File: src/rtl/core/jls_pkg.sv
// ----------------------------------------------------------------------------
// jls_pkg
// Shared types, constants and helpers for the Jacobi Laplace solver.
// ----------------------------------------------------------------------------
package jls_pkg;

  localparam int GRID_MAX  = 64;
  localparam int FRAC_BITS = 16;
  localparam int VAL_W     = 24;
  localparam int IDX_W     = 7;
  localparam int ADDR_W    = $clog2(GRID_MAX);
  localparam int STEP_W    = $clog2(GRID_MAX + 4);
  localparam int CNT_W     = 20;
  localparam int CI_W      = 16;
  localparam int REG_IDX_W = 2;
  localparam int BV_W      = IDX_W + FRAC_BITS + 1;

  localparam logic [REG_IDX_W-1:0] REG_GRID_SIZE   = 2'd0;
  localparam logic [REG_IDX_W-1:0] REG_TOLERANCE   = 2'd1;
  localparam logic [REG_IDX_W-1:0] REG_ITER_LIMIT  = 2'd2;
  localparam logic [REG_IDX_W-1:0] REG_CHECK_INTVL = 2'd3;

  localparam logic REQ_START = 1'b0;
  localparam logic REQ_READ  = 1'b1;

  typedef struct packed {
    logic             req_type;
    logic [IDX_W-1:0] row_index;
    logic [IDX_W-1:0] col_index;
  } in_t;

  typedef struct packed {
    logic [VAL_W-1:0] cell_value;
    logic [CNT_W-1:0] sweep_count;
    logic             converged;
  } out_t;

  // Per-cycle control broadcast to every cell of the chain.
  typedef struct packed {
    logic              rd_en;
    logic [ADDR_W-1:0] rd_addr;
    logic              win_clr;
    logic              feed_v;
    logic              feed_bot;
    logic              cmp_v;
    logic              wr_en;
    logic              wr_zero;
    logic [ADDR_W-1:0] wr_addr;
  } cell_ctl_t;

  // Fixed boundary value idx << FRAC_BITS, saturated to VAL_W bits.
  function automatic logic [VAL_W-1:0] boundary_value(input logic [IDX_W-1:0] idx);
    logic [BV_W-1:0] v;
    v = BV_W'(idx) << FRAC_BITS;
    if (v > BV_W'({VAL_W{1'b1}})) begin
      return {VAL_W{1'b1}};
    end
    return v[VAL_W-1:0];
  endfunction

endpackage

File: src/rtl/core/jls_cell.sv
// ----------------------------------------------------------------------------
// jls_cell
// One grid column: column memory, 3-row window and stencil update.
// ----------------------------------------------------------------------------
module jls_cell (
  input  logic                      clk,
  input  logic                      rst_n,
  input  jls_pkg::cell_ctl_t        ctl,
  input  logic [jls_pkg::VAL_W-1:0] tol,
  input  logic                      active,
  input  logic [jls_pkg::VAL_W-1:0] bot_val,
  input  logic [jls_pkg::VAL_W-1:0] left_in,
  input  logic [jls_pkg::VAL_W-1:0] right_in,
  output logic [jls_pkg::VAL_W-1:0] mid_out,
  output logic [jls_pkg::VAL_W-1:0] rd_data,
  output logic                      ok,
  output logic                      ch
);

  logic [jls_pkg::VAL_W-1:0] mem [jls_pkg::GRID_MAX];
  logic [jls_pkg::VAL_W-1:0] rdata_r;
  logic [jls_pkg::VAL_W-1:0] up_r, mid_r, dn_r;
  logic [jls_pkg::VAL_W-1:0] nv_r;
  logic                      ok_r, ch_r;
  logic [jls_pkg::VAL_W+1:0] sum;
  logic [jls_pkg::VAL_W-1:0] nv, diff;

  always_ff @(posedge clk) begin
    if (ctl.wr_en) begin
      mem[ctl.wr_addr] <= ctl.wr_zero ? '0 : nv_r;
    end
    if (ctl.rd_en) begin
      rdata_r <= mem[ctl.rd_addr];
    end
  end

  // Window: up/mid/dn hold old rows r-1, r, r+1.
  always_ff @(posedge clk) begin
    if (ctl.win_clr) begin
      dn_r <= '0;
    end else if (ctl.feed_v) begin
      up_r  <= mid_r;
      mid_r <= dn_r;
      dn_r  <= ctl.feed_bot ? bot_val : rdata_r;
    end
  end

  always_comb begin
    sum = (jls_pkg::VAL_W+2)'(up_r) + (jls_pkg::VAL_W+2)'(dn_r)
        + (jls_pkg::VAL_W+2)'(left_in) + (jls_pkg::VAL_W+2)'(right_in);
    nv   = sum[jls_pkg::VAL_W+1:2];
    diff = (nv >= mid_r) ? (nv - mid_r) : (mid_r - nv);
  end

  always_ff @(posedge clk) begin
    if (ctl.cmp_v) begin
      nv_r <= nv;
    end
  end

  always_ff @(posedge clk) begin
    if (!rst_n) begin
      ok_r <= 1'b1;
      ch_r <= 1'b0;
    end else begin
      ok_r <= !(ctl.cmp_v && active) || (diff <= tol);
      ch_r <= ctl.cmp_v && active && (diff != '0);
    end
  end

  assign mid_out = mid_r;
  assign rd_data = rdata_r;
  assign ok      = ok_r;
  assign ch      = ch_r;

endmodule

File: config.mk
export PLATFORM = sky130hd
export DESIGN_NAME = jls_cell
export DESIGN_NICKNAME = d
export VERILOG_FILES = /design/src/rtl/core/jls_pkg.sv /design/src/rtl/core/jls_cell.sv
export SDC_FILE = /design/constraint.sdc
export NUM_CORES = 2
export LEC_CHECK = 0
export ABC_AREA = 1
export BUFFER_PORTS_ARGS = -buffer_cell sky130_fd_sc_hd__buf_4
export CAP_MARGIN = 20
export CELL_PAD_IN_SITES_DETAIL_PLACEMENT = 1
export CELL_PAD_IN_SITES_GLOBAL_PLACEMENT = 1
export CORE_MARGIN = 2
export CORE_UTILIZATION = 35
export CTS_BUF_LIST = sky130_fd_sc_hd__clkbuf_16
export DETAILED_ROUTE_END_ITERATION = 10
export GPL_ROUTABILITY_DRIVEN = 1
export PLACE_DENSITY_LB_ADDON = 0.1
export SYNTH_ARGS = -nofsm -noshare
export SYNTH_HDL_FRONTEND = slang
export SYNTH_SLANG_ARGS = --single-unit
File: constraint.sdc
create_clock -name clk -period 18.7 [get_ports clk]
set_clock_uncertainty 0.15 [all_clocks]
set_input_delay 5.61 -clock clk [delete_from_list [all_inputs] [get_ports clk]]
set_output_delay 5.61 -clock clk [all_outputs]
set_load 0.02 [all_outputs]
* Word level (Yosys, flattened, before mapping)
Memory sizes are Yosys's and may differ from the RTL's. A register that Yosys moved wholly into a read port is not among the register bits.
Cells that the tools add are included.
** Word-level totals
- Register bits after elaboration :: 98
- Memory bits (writable) :: 1536
- Bits of input ports :: 118
- Memories :: 1
** Memory list
- mem :: depth 64, width 24, rd ports 1, clocked after memory_dff 1, wr ports 1, RTL line jls_cell.sv:20 : logic [jls_pkg::VAL_W-1:0] mem [jls_pkg::GRID_MAX];
** Operators by class
- Add/subtract/negate cells :: 5
- $lt $le $gt $ge :: 2
- Mux-type cells :: 5
- Bitwise gates (word level) :: 1
- Reductions and logical operators :: 6
** Operators with widths (number)
- 2-to-1 mux 24 bit :: 3
- subtractor 24 bit :: 2
- adder 25 x 24 -> 26 bit :: 1
- adder 26 x 24 -> 26 bit :: 1
- adder 24 x 24 -> 25 bit :: 1
- >= comparator 24 bit :: 1
- <= comparator 24 bit :: 1
- nonzero test 24 bit :: 1
- logical AND 1 bit :: 2
- 2-to-1 mux 1 bit :: 2
- AND reduction 2 bit :: 1
- zero test 1 bit :: 1
- logical OR 1 bit :: 1
- NOT 1 bit :: 1

* Longest topological paths before layout
- Depth in word-level cells :: 7
- Gate-level depth with buffers :: 38
- Depth with buffers taken out :: 38

* Worst setup path after synthesis
Ideal clock, no wire load.
- Path kind :: input-to-reg
- Start :: in left_in[3] (netlist name)
- End :: reg ok_r (netlist: ok)
- Arrival time :: 10686 ps
- Required time :: 18435 ps
- Setup slack :: 7750 ps
- Stages :: 36
- Path buffers :: 1
- Path through :: inv_1 -> fa_1 -> fa_1 -> inv_1 -> ha_1 -> a21oi_1 -> nand2_1 -> a21boi_0 -> o21ai_2 -> a21boi_0 -> o21ai_1 -> nand2_1 -> nand2_1 -> nand2_1 -> nand2_1 -> ha_1 -> nand2_2 -> inv_2 -> nand2_1 -> nand2_1 -> nand2_1 -> nand2_1 -> inv_2 -> nand2_1 -> nor2_4 -> buf_6 -> nand2_1 -> nand2_1 -> inv_1 -> ha_1 -> nand2_1 -> nor3_1 -> nor4b_1 -> nand2_1 -> nand4_1 -> nand2_1
** On the way
- Cells in the longest elaborated chain, start to end :: 6
** RTL lines
- from (decl) :: RTL line jls_cell.sv:12 : input logic [jls_pkg::VAL_W-1:0] left_in,
- adder 25 x 24 -> 26 bit * :: RTL line jls_cell.sv:50 : + (jls_pkg::VAL_W+2)'(left_in) + (jls_pkg::VAL_W+2)'(right_in);
- adder 26 x 24 -> 26 bit * :: RTL line jls_cell.sv:50
- net sum, one bit :: RTL line jls_cell.sv:25 : logic [jls_pkg::VAL_W+1:0] sum;
- subtractor 24 bit / >= comparator 24 bit (equally long branches) :: RTL line jls_cell.sv:52 : diff = (nv >= mid_r) ? (nv - mid_r) : (mid_r - nv);
- 2-to-1 mux 24 bit * :: RTL line jls_cell.sv:52
- <= comparator 24 bit * :: RTL line jls_cell.sv:66 : ok_r <= !(ctl.cmp_v && active) || (diff <= tol);
- logical OR 1 bit * :: RTL line jls_cell.sv:66
- to (signal assigned) :: RTL line jls_cell.sv:66
- to (decl) :: RTL line jls_cell.sv:24 : logic ok_r, ch_r;
The timed path passes the listed nets; every way through them passes the cells marked *.
A chain may end at the register's enable or synchronous reset.

* Final worst setup path
- Start :: in left_in[8] (netlist name)
- End :: reg ok_r (netlist: ok)
The elaborated chain is that of the path after synthesis.

==> summary.md <==
| Metric | Value |
|---|---|
| Worst Tran Pin Value | 1.25 ns |
| Buffers on Ports | 167 |
| Worst-path clk slew | 0.07 ns |
| Worst endpoint required time | 19.29 ns |
| Final ANT Viol Nets | 0 |
| Fillers | 21300 |
| Worst hold path type | reg -> reg |
| Worst-Skew Late Latency | 0.84 ns |
| Clock Root Buffer | clkbuf_16 |
| Largest net degree at the start of global routing | 188 |
| Final min period | 11.86 ns |
| Hold Crit Start | dn_r[11] |
| Chip height | 454 um |
| GP Congestion | 0.853 |
| FF+latch area | 49500 um2 |
| Layout cell share with drive strength beyond 1 | 0.114 |
| CP Launch Type | primary input |
| DRC viols | 0 |
| IO Pins | 168 |
| Post-Syn Area per Cell | 12.0 um2 |
| DR iter-0 viols | 3945 |
| Fin area | 81500 um2 |
| Wire per inst | 27.9 um |
| RSZ-0062 raised after global routing | false |
| Max Clock Freq | 84.3 MHz |
| Max-cap violation count | 0 |
| Unique cell type count in the Yosys netlist | 51 |
| Syn. warnings | 0 |
| Core area | 202000 um2 |
| DP HPWL | 143000 um |
| CP Launch Point | left_in[8] |
| Dpl cell area | 75800 um2 |
| Final Power | 10.3 mW |
| Setup_tns | 0 ns |
| Slowest CP cell | nor2_1 |
| Worst hold endpoint | mid_out[11] |
| CTS Buf Count | 186 |
| Worst path arrival time | 12.45 ns |
| Die ar. | 207000 um2 |
| Main synth FF type | edfxtp_1 |
| GRT Resource Usage Total | 0.237 |
| RR Endpoint | ok |
| # hold bufs at CTS | 0 |
| Row cnt | 165 |
| Fin util | 0.404 |
| Number of global-route vias before repair | 49300 |
| Clock sink count | 1658 |
| Flop-to-flop setup slack | 11.37 ns |
| Final worst slack | 6.84 ns |
| Most Frequent Cell on Critical Path | nand2_1 |
| 1st-pass router iterations | 5 |
| Post-synth EDFFs | 1632 |
| Async SR Flop Fraction | 0 |
| CTS tree | done |
| Crit Path Max Fanout | 17 |
| Place WS | 6.04 ns |
| Rel. slew slack | 0.163 |
| Cells after Synth | 5915 |
| Tcrit/Tclk final | 0.634 |
| Final hold violations | 0 |
| Post-CTS setup buffer count | 0 |
| Post-CTS resize count | 0 |
| Synthesized flop and latch total | 1658 |
| H-tree levels | 4 |
| Initial antenna violation count | 16 |
| Area Overhead vs Synth | 14.7% |
| Syn Nets | 6178 |
| Vias | 48300 |
| Seq/Total Area, Yosys | 0.697 |
| Worst hold path depth | 0 |
| Final Routed Wirelength | 248000 um |
| Status | complete, no violations |
| Final Max Tran Viols | 0 |
| Leak Pwr | 28.4 nW |
| Cells on worst reg2reg path | 29 |
| Setup crit end kind | flip-flop |
| Crit path kind | in -> reg |
| First-pass GRT wire length | 356000 um |
| CP max stage delay | 0.60 ns |
| Final #Nets | 6325 |
| Initial core utilization | 0.352 |
| Footprint of the multi-input gates | 19100 um2 |
| Via/cell ratio | 5.43 |
| Clk buf depth | 3 |
| Die Width | 454 um |
| Worst VDD drop | 96.1 uV |
| Overflow left after global routing | 0 |
| Final setup viols | 0 |
| Worst r2r src | up_r[8] |
| PwrDens | 126 nW/um2 |
| Mapped Area | 71000 um2 |
==> state kept, by name, summed over array words and instances (netlist names) <==
signal / count
ch: 1
dn_r: 24
mem: 1536
mid_out: 24
nv_r: 24
ok: 1
rd_data: 24
up_r: 24
==> logic make-up (layout without fill, tap and decap cells) <==
logic type / Yosys count / count (layout) / share of synthesized area
AND/OR/NAND/NOR: 1686 / 1686 / 0.0952
AO/OA/AOI/OAI: 1655 / 1655 / 0.131
XOR/XNOR: 35 / 35 / 0.00432
buffers and inverters: 736 / 1039 / 0.0411
adder cells (fa/ha/maj): 145 / 145 / 0.0308
other: 0 / 6 / 0
flip-flops: 1658 / 1658 / 0.697
==> critical path: cells and delay by family <==
kind,cells,cell delay (ns)
adders and majority gates,5,2.15
buffers and inverters,4,0.23
AOI/OAI and AO/OA,3,0.76
xor gates and xnor gates,1,0.33
and+or+nand+nor,17,3.37
==> cell usage in the layout, fill, tap and decap left out, types with 6 or more instances in the layout <==
cell	Yosys	final
inv_1	367	416
inv_6	0	8
o22ai_1	410	410
o21ai_0	954	954
xnor2_1	9	9
o311ai_1	5	6
a221oi_1	21	21
nor2_1	1105	1024
a21oi_1	106	106
o221ai_1	47	47
nand4_1	27	27
buf_4	6	302
nand2_2	19	19
nor2_4	3	52
a21o_1	6	6
ha_1	95	95
inv_2	14	13
clkinv_1	1	49
o21ai_1	26	26
o32ai_1	16	16
nor4_2	0	8
o211ai_1	28	28
nor2_2	3	35
o21bai_1	18	18
xor2_1	26	26
edfxtp_1	1632	1632
clkinv_2	0	33
fa_1	50	50
nor3_1	14	14
nand2_1	405	405
buf_12	1	8
dfxtp_1	26	26
clkbuf_16	0	188
nand2_4	10	10
diode_2	0	6
nand3_1	82	82
==> through the flow <==
step           std cells  hold WS, ns
6_report            8896        0.269
5_1_grt             8891        0.297
4_1_cts             8887        0.272
3_5_place_dp        8543        0.266
3_3_place_gp        8539        0.261
2_1_floorplan       5915        0.258
==> per-layer routing <==
metal  GRT usage  share of wire
met3      0.0292          0.042
met2       0.405           0.49
met1       0.318           0.44
met4      0.0661          0.025
met5           0        0.00012
==> where the power goes <==
group | switching [mW] | internal [mW] | total [mW]
logic | 1.83 | 0.670 | 2.50
clock network | 1.53 | 1.88 | 3.41
registers | 0.0290 | 4.37 | 4.39
total | 3.39 | 6.91 | 10.3
==> synthesized netlist by cell type (9+ instances only) <==
cell	count	area, um2
inv_1	367	1380
xnor2_1	9	78.8
fa_1	50	1000
clkbuf_1	264	991
edfxtp_1	1632	49000
nand3_1	82	410
o21ai_0	954	4770
a21oi_1	106	531
nand2_4	10	113
xor2_1	26	228
nand2_1	405	1520
nor3_1	14	70.1
o21ai_1	26	130
o221ai_1	47	412
dfxtp_1	26	521
ha_1	95	1190
o211ai_1	28	210
a221oi_1	21	184
o22ai_1	410	2560
nor2_1	1105	4150
o32ai_1	16	140
nand2_2	19	119
o21bai_1	18	135
nand4_1	27	169
buf_2	75	375
inv_2	14	52.6
==> area by class of cell <==
cell class	count	area share
Multi-Input combinational cell	3521	0.234
Antenna cell	6	0.000184
Tap cell	2672	0.0410
Clock buffer	188	0.0577
Inverter	382	0.0178
Sequential cell	1658	0.608
Timing Repair Buffer	313	0.0303
Clock inverter	156	0.0110
==> worst max-delay path by stage <==
stage	cells after the start	slack, ns	endpoint
after floorplan	36	7.75	ok
after global placement	31	5.36	ok
after detailed placement	32	6.04	ok
after CTS	32	6.93	ok
after global routing	33	6.38	ok
final	30	6.84	ok
Note: power is estimated with default switching activity, not from simulation.
