**config.mk**
```make
export PLATFORM = sky130hd
export DESIGN_NAME = jls_ctrl
export DESIGN_NICKNAME = d
export VERILOG_FILES = /design/src/rtl/core/jls_pkg.sv /design/src/rtl/core/jls_ctrl.sv
export SDC_FILE = /design/constraint.sdc
export NUM_CORES = 1
export LEC_CHECK = 0
export BUFFER_PORTS_ARGS = -buffer_cell sky130_fd_sc_hd__buf_2
export CAP_MARGIN = 20
export CELL_PAD_IN_SITES_DETAIL_PLACEMENT = 2
export CELL_PAD_IN_SITES_GLOBAL_PLACEMENT = 2
export CORE_UTILIZATION = 33
export CTS_CLUSTER_DIAMETER = 100
export DETAILED_ROUTE_END_ITERATION = 7
export PLACE_DENSITY = 0.83
export SETUP_SLACK_MARGIN = 0.3
export SYNTH_ARGS = -nofsm -noshare
export SYNTH_HDL_FRONTEND = slang
export SYNTH_SLANG_ARGS = --single-unit
```
**constraint.sdc**
```tcl
create_clock -name clk -period 6.1 [get_ports clk]
set_input_delay 1.525 -clock clk [delete_from_list [all_inputs] [get_ports clk]]
set_output_delay 1.525 -clock clk [all_outputs]
set_load 0.03 [all_outputs]
```
**src/rtl/core/jls_pkg.sv**
```systemverilog
// ----------------------------------------------------------------------------
// jls_pkg
// Shared types, constants and helpers for the Jacobi Laplace solver.
// ----------------------------------------------------------------------------
package jls_pkg;

  localparam int GRID_MAX  = 64;
  localparam int FRAC_BITS = 16;
  localparam int VAL_W     = 24;
  localparam int IDX_W     = 7;
  localparam int ADDR_W    = $clog2(GRID_MAX);
  localparam int STEP_W    = $clog2(GRID_MAX + 4);
  localparam int CNT_W     = 20;
  localparam int CI_W      = 16;
  localparam int REG_IDX_W = 2;
  localparam int BV_W      = IDX_W + FRAC_BITS + 1;

  localparam logic [REG_IDX_W-1:0] REG_GRID_SIZE   = 2'd0;
  localparam logic [REG_IDX_W-1:0] REG_TOLERANCE   = 2'd1;
  localparam logic [REG_IDX_W-1:0] REG_ITER_LIMIT  = 2'd2;
  localparam logic [REG_IDX_W-1:0] REG_CHECK_INTVL = 2'd3;

  localparam logic REQ_START = 1'b0;
  localparam logic REQ_READ  = 1'b1;

  typedef struct packed {
    logic             req_type;
    logic [IDX_W-1:0] row_index;
    logic [IDX_W-1:0] col_index;
  } in_t;

  typedef struct packed {
    logic [VAL_W-1:0] cell_value;
    logic [CNT_W-1:0] sweep_count;
    logic             converged;
  } out_t;

  // Per-cycle control broadcast to every cell of the chain.
  typedef struct packed {
    logic              rd_en;
    logic [ADDR_W-1:0] rd_addr;
    logic              win_clr;
    logic              feed_v;
    logic              feed_bot;
    logic              cmp_v;
    logic              wr_en;
    logic              wr_zero;
    logic [ADDR_W-1:0] wr_addr;
  } cell_ctl_t;

  // Fixed boundary value idx << FRAC_BITS, saturated to VAL_W bits.
  function automatic logic [VAL_W-1:0] boundary_value(input logic [IDX_W-1:0] idx);
    logic [BV_W-1:0] v;
    v = BV_W'(idx) << FRAC_BITS;
    if (v > BV_W'({VAL_W{1'b1}})) begin
      return {VAL_W{1'b1}};
    end
    return v[VAL_W-1:0];
  endfunction

endpackage

```
**src/rtl/core/jls_ctrl.sv**
```systemverilog
// ----------------------------------------------------------------------------
// jls_ctrl
// Sequencer: config registers, clear pass, sweep timing, stop decision,
// read decode and result register.
// ----------------------------------------------------------------------------
module jls_ctrl (
  input  logic                          clk,
  input  logic                          rst_n,
  input  logic                          in_valid,
  output logic                          in_ready,
  input  jls_pkg::in_t                  in_data,
  output logic                          out_valid,
  input  logic                          out_ready,
  output jls_pkg::out_t                 out_data,
  input  logic                          cfg_we,
  input  logic [jls_pkg::REG_IDX_W-1:0] cfg_index,
  input  logic [jls_pkg::VAL_W-1:0]     cfg_wdata,
  output jls_pkg::cell_ctl_t            cell_ctl,
  output logic [jls_pkg::IDX_W-1:0]     n_out,
  output logic [jls_pkg::VAL_W-1:0]     tol_out,
  output logic [jls_pkg::VAL_W-1:0]     bv_row,
  output logic [jls_pkg::ADDR_W-1:0]    rd_sel,
  input  logic [jls_pkg::VAL_W-1:0]     rd_val,
  input  logic                          all_ok,
  input  logic                          any_ch
);

  typedef enum logic [2:0] {S_IDLE, S_RD, S_CLR, S_SWP, S_FIN, S_PUSH} state_t;
  typedef enum logic [1:0] {RC_ZERO, RC_MEM, RC_BV} rcls_t;

  state_t                        state_r;
  logic [jls_pkg::STEP_W-1:0]    cnt_r;
  logic [jls_pkg::IDX_W-1:0]     n_r, gs_r;
  logic [jls_pkg::VAL_W-1:0]     tol_r;
  logic [jls_pkg::CNT_W-1:0]     lim_r, k_r, sweeps_r;
  logic [jls_pkg::CI_W-1:0]      ci_r, ph_r;
  logic                          started_r, ok_acc_r, ch_acc_r, conv_r;
  logic [jls_pkg::VAL_W-1:0]     res_val_r, bv_r;
  rcls_t                         rcls_r;
  logic [jls_pkg::ADDR_W-1:0]    rsel_r;
  logic                          out_valid_r;
  jls_pkg::out_t                 out_data_r;

  logic                          in_xfer;
  logic [jls_pkg::IDX_W-1:0]     n_clamp, n1, rr, cc;
  logic                          r_in, c_in;
  logic [jls_pkg::STEP_W-1:0]    n_s;
  logic [jls_pkg::CNT_W-1:0]     kn;
  logic [jls_pkg::CI_W-1:0]      phn;
  logic                          mult;
  logic [jls_pkg::CNT_W:0]       m_jump;

  assign in_ready = (state_r == S_IDLE);
  assign in_xfer  = in_valid && in_ready;
  assign rr       = in_data.row_index;
  assign cc       = in_data.col_index;
  assign n1       = n_r + 1'b1;
  assign r_in     = (rr != '0) && (rr <= n_r);
  assign c_in     = (cc != '0) && (cc <= n_r);
  assign n_s      = jls_pkg::STEP_W'(n_r);

  always_comb begin
    if (gs_r == '0) begin
      n_clamp = jls_pkg::IDX_W'(1);
    end else if (gs_r > jls_pkg::IDX_W'(jls_pkg::GRID_MAX)) begin
      n_clamp = jls_pkg::IDX_W'(jls_pkg::GRID_MAX);
    end else begin
      n_clamp = gs_r;
    end
  end

  // Stop decision inputs for the sweep just finished.
  assign kn     = k_r + 1'b1;
  assign phn    = ph_r + 1'b1;
  assign mult   = (ci_r != '0) && (phn == ci_r);
  assign m_jump = (jls_pkg::CNT_W+1)'(kn) + (jls_pkg::CNT_W+1)'(ci_r)
                - (jls_pkg::CNT_W+1)'(phn);

  // Sweep step s: read row s+1, feed rows 1..n+1, compute rows at s-2,
  // write back at s-4 (addresses are row-1).
  always_comb begin
    cell_ctl = '0;
    bv_row   = jls_pkg::boundary_value(jls_pkg::IDX_W'(cnt_r - 2'd2));
    unique case (state_r)
      S_IDLE: begin
        cell_ctl.rd_en   = in_xfer && (in_data.req_type == jls_pkg::REQ_READ);
        cell_ctl.rd_addr = jls_pkg::ADDR_W'(rr - 1'b1);
      end
      S_CLR: begin
        cell_ctl.wr_en   = 1'b1;
        cell_ctl.wr_zero = 1'b1;
        cell_ctl.wr_addr = cnt_r[jls_pkg::ADDR_W-1:0];
      end
      S_SWP: begin
        cell_ctl.rd_en    = cnt_r < n_s;
        cell_ctl.rd_addr  = cnt_r[jls_pkg::ADDR_W-1:0];
        cell_ctl.win_clr  = cnt_r == '0;
        cell_ctl.feed_v   = (cnt_r >= 1) && (cnt_r <= n_s + 1'b1);
        cell_ctl.feed_bot = cnt_r == n_s + 1'b1;
        cell_ctl.cmp_v    = (cnt_r >= 3) && (cnt_r <= n_s + 2'd2);
        cell_ctl.wr_en    = (cnt_r >= 4) && (cnt_r <= n_s + 2'd3);
        cell_ctl.wr_addr  = jls_pkg::ADDR_W'(cnt_r - 3'd4);
      end
      default: begin
        cell_ctl = '0;
      end
    endcase
  end

  always_ff @(posedge clk) begin
    if (!rst_n) begin
      state_r     <= S_IDLE;
      cnt_r       <= '0;
      n_r         <= jls_pkg::IDX_W'(jls_pkg::GRID_MAX);
      gs_r        <= 7'd64;
      tol_r       <= 24'd66;
      lim_r       <= 20'd500000;
      ci_r        <= 16'd100;
      k_r         <= '0;
      ph_r        <= '0;
      sweeps_r    <= '0;
      conv_r      <= 1'b0;
      started_r   <= 1'b0;
      ok_acc_r    <= 1'b1;
      ch_acc_r    <= 1'b0;
      rcls_r      <= RC_ZERO;
      out_valid_r <= 1'b0;
    end else begin
      if (cfg_we) begin
        unique case (cfg_index)
          jls_pkg::REG_GRID_SIZE:   gs_r  <= cfg_wdata[jls_pkg::IDX_W-1:0];
          jls_pkg::REG_TOLERANCE:   tol_r <= cfg_wdata;
          jls_pkg::REG_ITER_LIMIT:  lim_r <= cfg_wdata[jls_pkg::CNT_W-1:0];
          jls_pkg::REG_CHECK_INTVL: ci_r  <= cfg_wdata[jls_pkg::CI_W-1:0];
          default: ;
        endcase
      end
      // S_PUSH reloads the result register itself.
      if (out_valid_r && out_ready && (state_r != S_PUSH)) begin
        out_valid_r <= 1'b0;
      end
      unique case (state_r)
        S_IDLE: begin
          if (in_xfer) begin
            if (in_data.req_type == jls_pkg::REQ_START) begin
              n_r       <= n_clamp;
              started_r <= 1'b1;
              cnt_r     <= '0;
              state_r   <= S_CLR;
            end else begin
              rsel_r <= jls_pkg::ADDR_W'(cc - 1'b1);
              if (!started_r) begin
                rcls_r <= RC_ZERO;
              end else if (r_in && c_in) begin
                rcls_r <= RC_MEM;
              end else if ((rr == n1) && c_in) begin
                rcls_r <= RC_BV;
                bv_r   <= jls_pkg::boundary_value(cc);
              end else if ((cc == n1) && r_in) begin
                rcls_r <= RC_BV;
                bv_r   <= jls_pkg::boundary_value(rr);
              end else begin
                rcls_r <= RC_ZERO;
              end
              state_r <= S_RD;
            end
          end
        end
        S_RD: begin
          case (rcls_r)
            RC_MEM:  res_val_r <= rd_val;
            RC_BV:   res_val_r <= bv_r;
            default: res_val_r <= '0;
          endcase
          state_r <= S_PUSH;
        end
        S_CLR: begin
          if (cnt_r == jls_pkg::STEP_W'(jls_pkg::GRID_MAX - 1)) begin
            cnt_r    <= '0;
            k_r      <= '0;
            ph_r     <= '0;
            ok_acc_r <= 1'b1;
            ch_acc_r <= 1'b0;
            state_r  <= S_SWP;
          end else begin
            cnt_r <= cnt_r + 1'b1;
          end
        end
        S_SWP: begin
          ok_acc_r <= ok_acc_r && all_ok;
          ch_acc_r <= ch_acc_r || any_ch;
          if (cnt_r == n_s + 2'd3) begin
            cnt_r   <= '0;
            state_r <= S_FIN;
          end else begin
            cnt_r <= cnt_r + 1'b1;
          end
        end
        S_FIN: begin
          res_val_r <= '0;
          if (mult && ok_acc_r) begin
            sweeps_r <= kn;
            conv_r   <= 1'b1;
            state_r  <= S_PUSH;
          end else if (kn >= lim_r) begin
            sweeps_r <= kn;
            conv_r   <= 1'b0;
            state_r  <= S_PUSH;
          end else if (!ch_acc_r) begin
            // settled grid: later sweeps repeat, jump to next test or limit
            if ((ci_r != '0) && (m_jump <= (jls_pkg::CNT_W+1)'(lim_r))) begin
              sweeps_r <= m_jump[jls_pkg::CNT_W-1:0];
              conv_r   <= 1'b1;
            end else begin
              sweeps_r <= lim_r;
              conv_r   <= 1'b0;
            end
            state_r <= S_PUSH;
          end else begin
            k_r      <= kn;
            ph_r     <= mult ? '0 : phn;
            ok_acc_r <= 1'b1;
            ch_acc_r <= 1'b0;
            state_r  <= S_SWP;
          end
        end
        S_PUSH: begin
          if (!out_valid_r || out_ready) begin
            out_data_r.cell_value  <= res_val_r;
            out_data_r.sweep_count <= sweeps_r;
            out_data_r.converged   <= conv_r;
            out_valid_r            <= 1'b1;
            state_r                <= S_IDLE;
          end
        end
        default: state_r <= S_IDLE;
      endcase
    end
  end

  assign out_valid = out_valid_r;
  assign out_data  = out_data_r;
  assign n_out     = n_r;
  assign tol_out   = tol_r;
  assign rd_sel    = rsel_r;

`ifndef NO_ASSERTIONS
  a_no_rw_clash: assert property (@(posedge clk) disable iff (!rst_n)
    (cell_ctl.rd_en && cell_ctl.wr_en) |-> (cell_ctl.rd_addr != cell_ctl.wr_addr))
    else $error("row read and write-back hit the same address");
  a_start_clears: assert property (@(posedge clk) disable iff (!rst_n)
    (in_xfer && (in_data.req_type == jls_pkg::REQ_START)) |=> (state_r == S_CLR))
    else $error("start transfer did not enter clear pass");
  a_acc_fresh: assert property (@(posedge clk) disable iff (!rst_n)
    (state_r == S_SWP && cnt_r == '0) |-> (ok_acc_r && !ch_acc_r))
    else $error("sweep flags not reset at sweep start");
`endif

endmodule

```
==> After elaboration in Yosys (flattened, before gate mapping) <==
Index checks and enable logic that the tools add are counted.
{ "op_classes": {"mux": 84, "n_mul": 0, "n_reduce_logical": 47, "order_cmp": 15, "eq_ne": 26, "add_sub_neg": 12, "n_shift": 0, "n_div": 0, "bitwise_logic": 2} }
{ "op_table": {"columns": ["operator", "count"], "rows": [
  ["24-bit two-way mux", 8],
  ["20-bit two-way mux", 8],
  ["24-bit one-hot mux with 2 select lines", 2],
  ["16-bit two-way mux", 5],
  ["23-bit by 24-bit greater-than comparator with 1-bit output (second input constant)", 3],
  ["7-bit two-way mux", 6],
  ["20-bit one-hot mux with 2 select lines", 1],
  ["7-bit less-or-equal comparator", 5],
  ["1-bit two-way mux", 33],
  ["16-bit one-hot mux with 2 select lines", 1],
  ["7-bit == test", 4],
  ["20-bit by 16-bit adder with 21-bit output", 1],
  ["21-bit by 20-bit less-or-equal comparator with 1-bit output", 1],
  ["3-bit two-way mux", 7],
  ["7-bit one-hot mux with 3 select lines", 1],
  ["21-bit by 16-bit subtractor with 21-bit output", 1],
  ["20-bit by 1-bit adder with 20-bit output (second input constant)", 1],
  ["20-bit greater-or-equal comparator", 1],
  ["3-bit one-hot mux with 6 select lines", 1],
  ["16-bit by 1-bit adder with 16-bit output (second input constant)", 1],
  ["16-bit == test", 1],
  ["1-bit logical AND", 16],
  ["16-bit nonzero test", 1],
  ["7-bit by 1-bit adder with 7-bit output (second input constant)", 2],
  ["other kinds (39)", 75]
]} }
{ "word_totals": {"regBits": 246, "mem_count": 0, "latchBits": 0, "wordCells": 208, "ram_bits": 0, "romBits": 0} }

==> Depth between registers and ports, before layout <==
{ "depth": {"depth_word": 14, "ltp_mapped": 27, "ltp_nobuf": 24} }

==> Least setup slack after synthesis <==
OpenSTA, ideal clock, no wires.
{ "synth_path": {"path_type": "reg-to-reg", "from": "reg k_r[0] (netlist name)", "to": "reg sweeps_r[8] (netlist name)", "path_stages_with_launch": 25, "arrival_ns": 5.666, "setup_ns": 0.131, "path_buffers": 2, "path_slack_ns": 0.303, "synth_period_minus_slack_ns": 5.797, "required_time_ns": 5.969, "path_cell_list": "dfxtp_1 -> ha_1 -> clkbuf_1 -> inv_1 -> nor3_1 -> nand2_1 -> nor2_1 -> xor2_1 -> fa_1 -> ha_1 -> o21ai_0 -> nor2_1 -> o41a_1 -> or3_1 -> xor2_1 -> ha_1 -> a2111oi_0 -> o21ai_0 -> a211oi_1 -> a221o_1 -> o2111ai_2 -> nand2_4 -> buf_8 -> mux2i_1 -> a21oi_1"} }
{ "synth_via": {"elab_chain_len": 9} }
{ "synth_lines": {"columns": ["item", "line", "text"], "rows": [
  ["start: declaration", "jls_ctrl.sv:35", "logic [jls_pkg::CNT_W-1:0] lim_r, k_r, sweeps_r;"],
  ["start signal: assignment", "jls_ctrl.sv:220", "k_r <= kn;"],
  ["20-bit by 1-bit adder with 20-bit output (*)", "jls_ctrl.sv:73", "assign kn = k_r + 1'b1;"],
  ["20-bit by 16-bit adder with 21-bit output", "jls_ctrl.sv:76", "assign m_jump = (jls_pkg::CNT_W+1)'(kn) + (jls_pkg::CNT_W+1)'(ci_r)"],
  ["21-bit by 16-bit subtractor with 21-bit output", "jls_ctrl.sv:77", "- (jls_pkg::CNT_W+1)'(phn);"],
  ["21-bit by 20-bit less-or-equal comparator with 1-bit output", "jls_ctrl.sv:211", "if ((ci_r != '0) && (m_jump <= (jls_pkg::CNT_W+1)'(lim_r))) begin"],
  ["1-bit logical AND", "jls_ctrl.sv:211", null],
  ["20-bit two-way mux", "jls_ctrl.sv:211", null],
  ["20-bit two-way mux", "jls_ctrl.sv:209", "end else if (!ch_acc_r) begin"],
  ["20-bit two-way mux", "jls_ctrl.sv:205", "end else if (kn >= lim_r) begin"],
  ["20-bit two-way mux", "jls_ctrl.sv:201", "if (mult && ok_acc_r) begin"],
  ["end signal: assignment", "jls_ctrl.sv:202", "sweeps_r <= kn;"],
  ["end signal: assignment", "jls_ctrl.sv:206", "sweeps_r <= kn;"],
  ["end signal: assignment", "jls_ctrl.sv:212", "sweeps_r <= m_jump[jls_pkg::CNT_W-1:0];"],
  ["end: declaration", "jls_ctrl.sv:35", null]
]} }
Every way passes the cells marked *; elsewhere a longest branch is shown, timed or not. The select of a mux whose other input is x is not followed.
A chain may end at the register's enable or synchronous reset.

==> Worst setup path after layout <==
{ "layout_path": {"from": "reg ph_r[1] (netlist name)", "to": "reg sweeps_r[3] (netlist name)"} }
{ "layout_via": {"elab_chain_len": 8} }
{ "layout_lines": {"columns": ["item", "line", "text"], "rows": [
  ["start: declaration", "jls_ctrl.sv:36", "logic [jls_pkg::CI_W-1:0] ci_r, ph_r;"],
  ["start signal: assignment", "jls_ctrl.sv:221", "ph_r <= mult ? '0 : phn;"],
  ["16-bit by 1-bit adder with 16-bit output (*)", "jls_ctrl.sv:74", "assign phn = ph_r + 1'b1;"],
  ["21-bit by 16-bit subtractor with 21-bit output", "jls_ctrl.sv:77", null],
  ["21-bit by 20-bit less-or-equal comparator with 1-bit output", "jls_ctrl.sv:211", null],
  ["1-bit logical AND", "jls_ctrl.sv:211", null],
  ["20-bit two-way mux", "jls_ctrl.sv:211", null],
  ["20-bit two-way mux", "jls_ctrl.sv:209", null],
  ["20-bit two-way mux", "jls_ctrl.sv:205", null],
  ["20-bit two-way mux", "jls_ctrl.sv:201", null]
]} }
Marked as above.

==> results.yml <==
timing:
  timing.final.max_slew_violations: 0
  hold_violations: 0
  clock.fmax_mhz: 174.4
  setup_repair_after_global_routing_missed_its_margin: "no"
  minimum_clock_period_after_layout_ns: 5.733
  final.hold.worst_slack_ns: 0.4135
  setup-violations-final: 0
  worst_case_clock_skew_ns: 0.03145
  timing.slew.headroom: 0.2490
  final_critical_path_share_of_the_clock_period: 0.9398
  max_slew.worst_pin.slew_ns: 1.121
critical_path:
  required_ns: 6.53
  worst_path_max_delay_cell: "fa_1"
  worst-setup-path-type: "reg -> reg"
  path_buf_inv: 1
  crit_arrival_ns: 6.16
  worst_path_most_repeated_cell: "and3_4"
  worst-path-max-fanout: 5
  critical_path.top_delay_family: "simple AND/OR/NAND/NOR gates"
  timing.critical_path.from_type: "flop"
  worstPathCellList: "ha_4 -> and3_4 -> and3_4 -> and3_4 -> nand3_1 -> xor2_2 -> fa_1 -> ha_1 -> o21ai_0 -> nor2_1 -> o41a_1 -> or3_4 -> xor2_4 -> ha_4 -> nand4_1 -> or4_1 -> mux2i_1 -> a221o_1 -> o2111ai_2 -> nand2_4 -> clkbuf_16 -> mux2i_1 -> o21ai_0"
  critical_path_end_type: "flop"
  slowest_stage_delay_on_critical_path_ns: 0.46
pwr:
  irDropWorstVdd_uv: 207.6
  design_power_total_mw: 4.856
  p_leak_nw: 6.858
  power_density_mw_per_mm2: 287.9
synthesis:
  synth_enable_flop_cells: 82
  netlist-cell-type-count: 86
  synth_compound_area_frac: 0.1577
  syn_inst: 1498
  synth-xor-area-share: 0.05548
  yosys_reg_bits: 229
  combinational_family_with_the_most_area_after_synthesis: "simple AND/OR/NAND/NOR gates"
  post_synth_and_or_nand_nor_area_fraction: 0.1746
  synthesis.area_mm2: 0.01387
  sequential_area_share_after_synthesis: 0.3897
  synth_mux_area_frac: 0.02427
  synth-async-reset-ratio: 0
  ys.warnings.count: 0
  syn_area_per_cell_um2: 9.259
  synthAdderAreaFrac: 0.1483
  ys_dominant_reg_cell: "dfxtp_1"
layout:
  finalInstanceArea_mm2: 0.01687
  fin_nets: 1926
  drive_above_1_share: 0.2249
  fillCellCount: 4513
  regArea_mm2: 0.005419
  multi_input_comb_area_mm2: 0.008258
  flow.area_growth_from_synthesis_pct: 21.61
floorplanning:
  chipWidth_um: 207.0
  chipHeight_um: 207.0
  initial_core_util: 0.3374
  io_pins: 199
  core_area_mm2: 0.04111
  floorplan.rows: 74
  die_area_mm2: 0.04285
global_route:
  grtUsageTotal: 0.2238
  grt_pass1_vias: 13240
  grt_overflow_total: 0
  grt_pass1_wl_mm: 75.84
  pin_count_of_the_biggest_net_entering_global_routing: 87
  antenna_found_initial: 3
clock_network:
  clock-root-buffer: "clkbuf_16"
  cts_buffers: 27
  clk_latency_ns: 0.59
  cts_hold_repair_buffers: 0
  cts_buffer_depth: 3
  tritoncts: "built"
  cts_sinks: 229
  cts_htree_levels: 1
  worst_setup_hold_path_clk_slew_ns: 0.06
place:
  hpwlAfterDp_mm: 37.77
  portBuffers: 181
  gp_routability_congestion: 0.8877
  placement.cell_area_mm2: 0.01543
drt:
  detailroute.via_count: 12240
  postRouteWirelength_mm: 51.67
  antenna_violating_nets_post_route: 0
  drc: 8
  drt_iter0_drc: 575
  vias_per_cell: 5.424
  detail_route.wl_per_cell_um: 22.89
  drt_pre_antenna_iters: 8
run:
  number_of_max_capacitance_violations_reported: 0
outcome:
  violations: "DRC"
  run_status: "finished, violations left"
worst_hold_path:
  min_path_type: "reg -> reg"
-- per-layer routing --
metal	vias up	track usage	wire length, um
met4	0	0.07823	1707
met5	-	0	0
met2	245	0.3790	25270
met1	6168	0.2917	23090
li1	5735	-	-
met3	93	0.03032	1604
-- metrics by stage --
| stage | utilization | setup TNS [ns] | worst slack, ns | instances |
|---|---|---|---|---|
| 2_1_floorplan | - | 0 | 0.3025 | 1514 |
| 3_3_place_gp | 0.3753 | 0 | 0.1426 | 2186 |
| 3_5_place_dp | 0.3753 | -3.702 | -0.2258 | 2186 |
| 4_1_cts | 0.3993 | 0 | 0.3091 | 2239 |
| 5_1_grt | 0.4102 | 0 | 0.1694 | 2256 |
| 6_report | 0.4103 | 0 | 0.3673 | 2257 |
-- registers in the layout, indices dropped and copies added (netlist names) --
signal,cells
bv_r,7
ch_acc_r,1
ci_r,16
cnt_r,7
conv_r,1
gs_r,7
k_r,20
lim_r,20
n_out,7
ok_acc_r,1
out_data,45
out_valid,1
ph_r,16
rcls_r,2
rd_sel,6
res_val_r,24
started_r,1
state_r,3
sweeps_r,20
tol_out,24
-- final cells by class --
cell class	count	share of cell area
antenna	4	0.0005934
sequential	229	0.3213
tap	532	0.03946
clock inverter	16	0.007418
timing repair buffer	241	0.08241
clock buffer	34	0.04339
inverter	71	0.01587
multi-input combinational	1130	0.4896
-- cell usage after synthesis, types with 24 or more instances --
cell	n	area share
a21oi_1	137	0.049
mux2i_1	28	0.020
xor2_1	36	0.023
xnor2_1	50	0.032
edfxtp_1	82	0.18
nand2_1	205	0.055
clkbuf_1	50	0.014
nand3_1	53	0.019
nor2_1	79	0.021
ha_1	138	0.12
dfxtp_1	147	0.21
o21ai_0	48	0.017
nand4_1	24	0.011
inv_1	71	0.019
and3_1	28	0.013
-- report_power, final --
| group | switching, mW | total, mW | internal [mW] |
|---|---|---|---|
| Sequential | 0.106 | 1.81 | 1.70 |
| Combinational | 0.978 | 1.45 | 0.476 |
| Clock | 0.695 | 1.59 | 0.896 |
| Total | 1.78 | 4.86 | 3.08 |
-- final timing paths --
check / end / slack (ns) / start / cells after the start
hold / removal: out_data[30] / 0.41 / res_val_r[9] / 0
setup / recovery: sweeps_r[3] / 0.37 / ph_r[1] / 23
setup reg to reg: sweeps_r[3] / 0.37 / ph_r[1] / 23
hold reg to reg: out_data[30] / 0.41 / res_val_r[9] / 0
-- cell families after synthesis --
group | count (synthesis)
and+or+nand+nor | 498
other | 1
buffers and inverters | 155
adders and majority gates | 155
xor gates and xnor gates | 87
muxes | 33
DFF | 229
AOI/OAI and AO/OA | 340
-- cells in the final DEF, fill, tap and decap left out, types with 18 or more instances in the layout --
cell type | Yosys | layout
nor3_1 | 20 | 18
dfxtp_1 | 147 | 138
xor2_1 | 36 | 29
and3_1 | 28 | 24
a21oi_1 | 137 | 133
nand3_1 | 53 | 50
o21a_1 | 20 | 20
buf_2 | 11 | 181
o21ai_0 | 48 | 45
buf_4 | 18 | 57
nand4_1 | 24 | 24
clkbuf_16 | 0 | 28
ha_1 | 138 | 128
edfxtp_1 | 82 | 82
inv_1 | 71 | 68
xnor2_1 | 50 | 45
a22oi_1 | 19 | 19
nand2_1 | 205 | 202
nor2_1 | 79 | 71
mux2i_1 | 28 | 27
-- timing repair --
action	4_1_cts	5_1_grt
gates resized for setup	27	64
pin swaps	4	29
endpoints found under the setup margin	21	21
cloned	0	1
setup buffers	3	13
Power figures use the tool's default switching activity.
